===== config.mk =====
export PLATFORM = sky130hd
export DESIGN_NAME = swrm_div
export DESIGN_NICKNAME = d
export VERILOG_FILES = /design/src/swrm_pkg.sv /design/src/swrm_div.sv
export SDC_FILE = /design/constraint.sdc
export NUM_CORES = 1
export LEC_CHECK = 0
export BUFFER_PORTS_ARGS = -buffer_cell sky130_fd_sc_hd__buf_2
export CAP_MARGIN = 20
export CORE_ASPECT_RATIO = 0.5
export CORE_UTILIZATION = 54
export CTS_BUF_LIST = sky130_fd_sc_hd__clkbuf_16
export DETAILED_ROUTE_END_ITERATION = 10
export HOLD_SLACK_MARGIN = 0.1
export PLACE_DENSITY = 0.75
export SLEW_MARGIN = 40
export SYNTH_ARGS = -nofsm -noshare
export SYNTH_HDL_FRONTEND = slang
export SYNTH_SLANG_ARGS = --single-unit

===== constraint.sdc =====
create_clock -name clk -period 3.3 [get_ports clk]
set_input_delay 0.495 -clock clk [delete_from_list [all_inputs] [get_ports clk]]
set_output_delay 0.495 -clock clk [all_outputs]
set_load 0.005 [all_outputs]

===== src/swrm_pkg.sv =====
`timescale 1ns / 1ps
`default_nettype none
// ----------------------------------------------------------------------------
// swrm_pkg
// shared constants and types for the sliding window rate meter
// ----------------------------------------------------------------------------
package swrm_pkg;
	localparam int unsigned TableDepth = 64;
	localparam int unsigned AddrW = $clog2(TableDepth);
	localparam int unsigned CntW = $clog2(TableDepth + 1);
	localparam int unsigned StampW = 52;
	localparam int unsigned BytesW = 32;
	localparam int unsigned SumW = BytesW + AddrW;
	localparam int unsigned NumW = SumW + 20;
	localparam int unsigned SpanW = 53;
	localparam logic [19:0] UsecPerSec = 20'd1000000;

	typedef enum logic [1:0] {
		CMD_INSERT = 2'd0,
		CMD_EXPIRE = 2'd1,
		CMD_CLEAR  = 2'd2,
		CMD_NONE   = 2'd3
	} cmd_t;

	typedef enum logic [3:0] {
		ST_IDLE, ST_SCAN_RD, ST_SCAN, ST_SHIFT_RD, ST_SHIFT_WR, ST_EXP_RD, ST_EXP,
		ST_SUM_RD, ST_SUM, ST_SPAN, ST_MUL, ST_DIV, ST_OUT
	} state_t;

	typedef struct packed {
		logic          start;
		logic [NumW-1:0] num;
		logic [SpanW-1:0] den;
	} div_req_t;
endpackage
`default_nettype wire


===== src/swrm_div.sv =====
`timescale 1ns / 1ps
`default_nettype none
// ----------------------------------------------------------------------------
// swrm_div
// restoring divider, one quotient bit per cycle, result saturated to 32 bits
// ----------------------------------------------------------------------------
module swrm_div (
	input  wire logic                clk,
	input  wire logic                arst_n,
	input  wire swrm_pkg::div_req_t  req,
	output logic                     done,
	output logic [31:0]              quot
);
	import swrm_pkg::*;
	localparam int unsigned IdxW = $clog2(NumW + 1);

	logic [NumW-1:0]  num_q;
	logic [NumW-1:0]  q_q;
	logic [SpanW:0]   rem_q;
	logic [SpanW-1:0] den_q;
	logic [IdxW-1:0]  cnt_q;
	logic             busy_q;
	logic [SpanW:0]   trial;
	logic [SpanW:0]   diff;

	assign trial = {rem_q[SpanW-1:0], num_q[NumW-1]};
	assign diff  = trial - {1'b0, den_q};

	always_ff @(posedge clk or negedge arst_n) begin
		if (!arst_n) begin
			busy_q <= 1'b0;
			done   <= 1'b0;
			cnt_q  <= '0;
		end else begin
			done <= 1'b0;
			if (req.start) begin
				busy_q <= 1'b1;
				cnt_q  <= IdxW'(NumW);
			end else if (busy_q) begin
				cnt_q <= cnt_q - 1'b1;
				if (cnt_q == IdxW'(1)) begin
					busy_q <= 1'b0;
					done   <= 1'b1;
				end
			end
		end
	end

	always_ff @(posedge clk) begin
		if (req.start) begin
			num_q <= req.num;
			den_q <= req.den;
			rem_q <= '0;
			q_q   <= '0;
		end else if (busy_q) begin
			num_q <= {num_q[NumW-2:0], 1'b0};
			if (!diff[SpanW]) begin
				rem_q <= diff;
				q_q   <= {q_q[NumW-2:0], 1'b1};
			end else begin
				rem_q <= trial;
				q_q   <= {q_q[NumW-2:0], 1'b0};
			end
		end
	end

	assign quot = (|q_q[NumW-1:32]) ? 32'hFFFF_FFFF : q_q[31:0];
endmodule
`default_nettype wire


### Yosys cells after proc, flatten, opt, wreduce, memory -nomap -nowiden

Index checks and enable logic that the tools add are counted.

* logic and storage cells: 25
* output and inout bits: 33
* bits of input ports: 114
* bits in registers: 230

* eq/ne operators: 1
* $add $sub $neg: 2
* reduce and logical (&&, ||, !) cells: 2
* mux-type cells: 13

Operators with widths (count)
* two-way mux 58 bit: 2
* subtractor 54 x 53 -> 54 bit: 1
* two-way mux 53 bit: 1
* two-way mux 32 bit: 1
* OR reduction 26 bit: 1
* two-way mux 6 bit: 2
* two-way mux 1 bit: 7
* equality test 6 x 1 -> 1 bit, second input constant: 1
* subtractor 6 x 1 -> 6 bit, second input constant: 1
* nonzero test 2 bit: 1

### Longest topological paths before layout

* depth in word-level cells: 4
* depth in mapped cells: 14
* mapped depth without buffers: 13

### Worst setup path before layout

OpenSTA, ideal clock, no wires.

* path kind: reg-to-reg
* start point: register den_q[1]
* end point: register rem_q[3]
* clock period less this slack: 2.867 ns
* setup time: 0.079 ns
* stages on the path, launching flop included: 13
* data required time: 3.221 ns
* buffers on the path: 0
* arrival: 2.788 ns
* path slack: 0.433 ns
* cell sequence: edfxtp_1 inv_1 ha_1 nor2b_1 o31a_1 o31ai_1 o31a_1 o21ai_1 o21ai_2 xnor2_4 inv_4 o31a_1 a211oi_2

* longest elaborated chain between the ends: 2

RTL lines
* start, declared: RTL line swrm_div.sv:20 `logic [SpanW-1:0] den_q;`
* start signal, assigned: RTL line swrm_div.sv:52 `den_q <= req.den;`
* subtractor 54 x 53 -> 54 bit: RTL line swrm_div.sv:27 `assign diff = trial - {1'b0, den_q};`
* two-way mux 53 bit: RTL line swrm_div.sv:57 `if (!diff[SpanW]) begin`
* end signal, assigned: RTL line swrm_div.sv:58 `rem_q <= diff;`
* end signal, assigned: RTL line swrm_div.sv:61 `rem_q <= trial;`
* end, declared: RTL line swrm_div.sv:19 `logic [SpanW:0] rem_q;`

No other way between the ends.
A chain may end at the register's enable or synchronous reset.

### Worst setup path after layout

* start point: register den_q[24]
* end point: register rem_q[37]

Same word-level chain as after synthesis.

==> out/metrics.cfg <==
[floorplan]
die_area_um2 = 23600
io_pins = 147
die_x_um = 216
rows = 38
die_h_um = 109
core-area_um2 = 22100
start_util_pct = 56.2

[pwr]
cell_internal_pwr_mw = 4.84
cellPowerDensity_nw_per_um2 = 446
power_frac_comb_pct = 8.6
peakVddDrop_mv = 0.280
pwr-share-seq_pct = 50.3
switching_share_pct = 23.6
clockPowerShare_pct = 41.1
power.total_mw = 6.34
p_switching_mw = 1.49
power.leakage_nw = 6.51

[cells_and_area]
final_area_um2 = 14200
final_nets = 1517
multiInputGateArea_um2 = 6030
nFillCells = 1809
postLayoutCoreUtil_pct = 64.3
antennaDiodeCount = 0
seq_area_um2 = 5760
final_cells = 1663
final_layout_size_suffix_gt1_share_pct = 20.5
syn2layout_area_growth_pct = 14.5

[timing]
fin_tns_setup_ns = 0
fin_crit_sh_pct = 94.7
max_freq_mhz = 320
fin_hold_ws_ns = 0.128
timing.final.ws_setup_ns = 0.175
tightestPinTransition_ns = 0.759
finalMaxSlewViolations = 0
finalClockSkew_ns = 0.0204
fin_crit_ns = 3.12
hold_viol = 0
grt_setup_unrepaired = false
setup_violations = 0
relSlewSlack_pct = 49.4

[status]
outcome = finished, final reports clean

[setup_path]
start_kind = flip-flop
critPathMaxFanout = 12
critPathRequiredTime_ns = 3.68
max_stage_delay_ns = 0.52
end_kind = flip-flop
setup.worst_path.class = reg -> reg
crit_buf_inv = 3
path_cells = inv_1 > ha_1 > nand4_1 > or4_1 > o221ai_1 > a21o_1 > nand2b_1 > o21ai_2 > xnor2_4 > buf_4 > clkbuf_16 > mux2i_1 > a211oi_1
slowest_stage = or4_1
arrival_ns = 3.51
critPathTopFamily = simple AND/OR/NAND/NOR gates

[logic_synthesis]
synth_edf_count = 111
ys_seq_elements = 230
synth.top_cell.area_share_pct = 26.8
syn_area_um2 = 12400
synth_cells = 1230
synth_ff_type = edfxtp_1
postSynthAreaPerCell_um2 = 10.1
yosysMostFrequentCell = nor2_1
ys_warn_count = 0
synth_common_cells = nor2_1 (138), dfxtp_1 (111), edfxtp_1 (111)
syn_nets = 1400
yosys.area.top_type = edfxtp_1
yosysSeqAreaShare_pct = 46.4
ys_types = 70
async_reset_ff_share_pct = 3.48
synth_area_leaders = edfxtp_1 (27%), dfxtp_1 (18%), mux2i_1 (7.6%), ha_1 (5.5%), mux2_2 (5.2%)

[grt]
grt.total_usage_pct = 23.5
grt_start_max_net_pins = 92
grt_pass1_vias = 9240
grt_first_pass_wirelength_um = 45300
antenna_found_initial = 0
grt_overflow = 0

[routing]
drt_first_pass_iters = 5
route.detailed.drc = 0
final_antenna_net_count = 0
drtIter0Drc = 702
vias_per_cell = 5.74
dr_total_vias = 9545
routedWlPerCell_um = 16.6
wl_um = 27600

[place]
post-dp-hpwl_um = 19100
placed_area_um2 = 13400
gp_congestion = 0.922
placed_cells_incl_taps = 1619
preCtsSetupSlack_ns = 0.103
numPortBuffers = 146

[clocking]
clk_pin_slew_ns = 0.07
numCtsBuffers = 22
cts_htree_levels = 1
cts_sinks = 230
cts_tree = yes
cts_root_buf = clkbuf_16
insertion_delay_ns = 0.54
clock_path_buffers = 3

[job]
max_cap_violations = 0

[hold_path]
hp-class = in -> reg

placed cells by master (no fill, tap or decap), types with 7 or more instances in the layout:
cell type	count
a21o_1	20
edfxtp_1	111
or3_1	34
nand3_1	17
dfxtp_1	111
clkbuf_16	26
nor3_1	12
buf_4	21
mux2_2	57
inv_1	76
nand2_1	60
xnor2_1	32
a21oi_1	66
dfrtp_1	7
o21ai_0	34
ha_1	54
buf_2	145
a31oi_1	15
nor2_1	138
nor4_1	10
a211oi_1	37
o21a_1	13
mux2i_1	94
and4_1	9
xor2_1	20
o21bai_1	15
nand4_1	26
routing by layer:
layer  vias up  share of wire, %  wire length (µm)  global-route usage [%]
met4         0               1.8               498                    5.38
li1       4693                 -                 -                       -
met2       215                47             13100                    40.1
met3        43               4.6              1260                    4.41
met5         -                 0                 0                       0
met1      4594                46             12800                    31.2
final timing paths:
check | start | end | slack, ns | depth (start not counted)
worst max-delay path | den_q[24] | rem_q[37] | 0.18 | 13
worst min-delay path | req[2] | den_q[2] | 0.13 | 1
worst max register to register | den_q[24] | rem_q[37] | 0.18 | 13
worst min register to register | rem_q[29] | rem_q[30] | 0.50 | 2
max in group asynchronous | arst_n | busy_q | 2.76 | 2
min in group asynchronous | arst_n | cnt_q[4] | 0.35 | 2
registers in the layout, indices dropped and copies added (netlist names):
signal and count:
num_q 58, q_q 58, done 1, cnt_q 6
den_q 53, rem_q 53, busy_q 1
power by group through the flow:
| stage | Clock, mW | Combinational [mW] | Sequential [mW] |
|---|---|---|---|
| after floorplan | 0 | 0.369 | 3.23 |
| after global placement | 0 | 0.522 | 3.24 |
| after detailed placement | 0 | 0.538 | 3.25 |
| after CTS | 2.66 | 0.544 | 3.19 |
| after global routing | 2.77 | 0.611 | 3.20 |
| final | 2.60 | 0.547 | 3.19 |
cell type report:
cell class                 instances  area share (%)
multi-input combinational        843            42.4
timing repair buffer             175            7.14
tap                              300            2.64
clock buffer                      25            4.40
inverter                          75            2.00
clock inverter                    15           0.863
sequential                       230            40.5
logic make-up after synthesis:
logic type,Yosys count,share of synthesized area [%]
AO/OA/AOI/OAI,253,13.3
AND/OR/NAND/NOR,330,12.6
flip-flops,230,46.4
adder cells (fa/ha/maj),56,5.70
buffers and inverters,157,5.37
XOR/XNOR,53,3.89
multiplexers,151,12.7
timing repair:
action / 4_1_cts / 5_1_grt
setup endpoints to repair: 0 / 47
resized for setup: 0 / 14
endpoints found under the hold margin: 8 / 0
hold buffers: 1 / 0
buffers inserted: 0 / 2
Power figures use the tool's default switching activity.
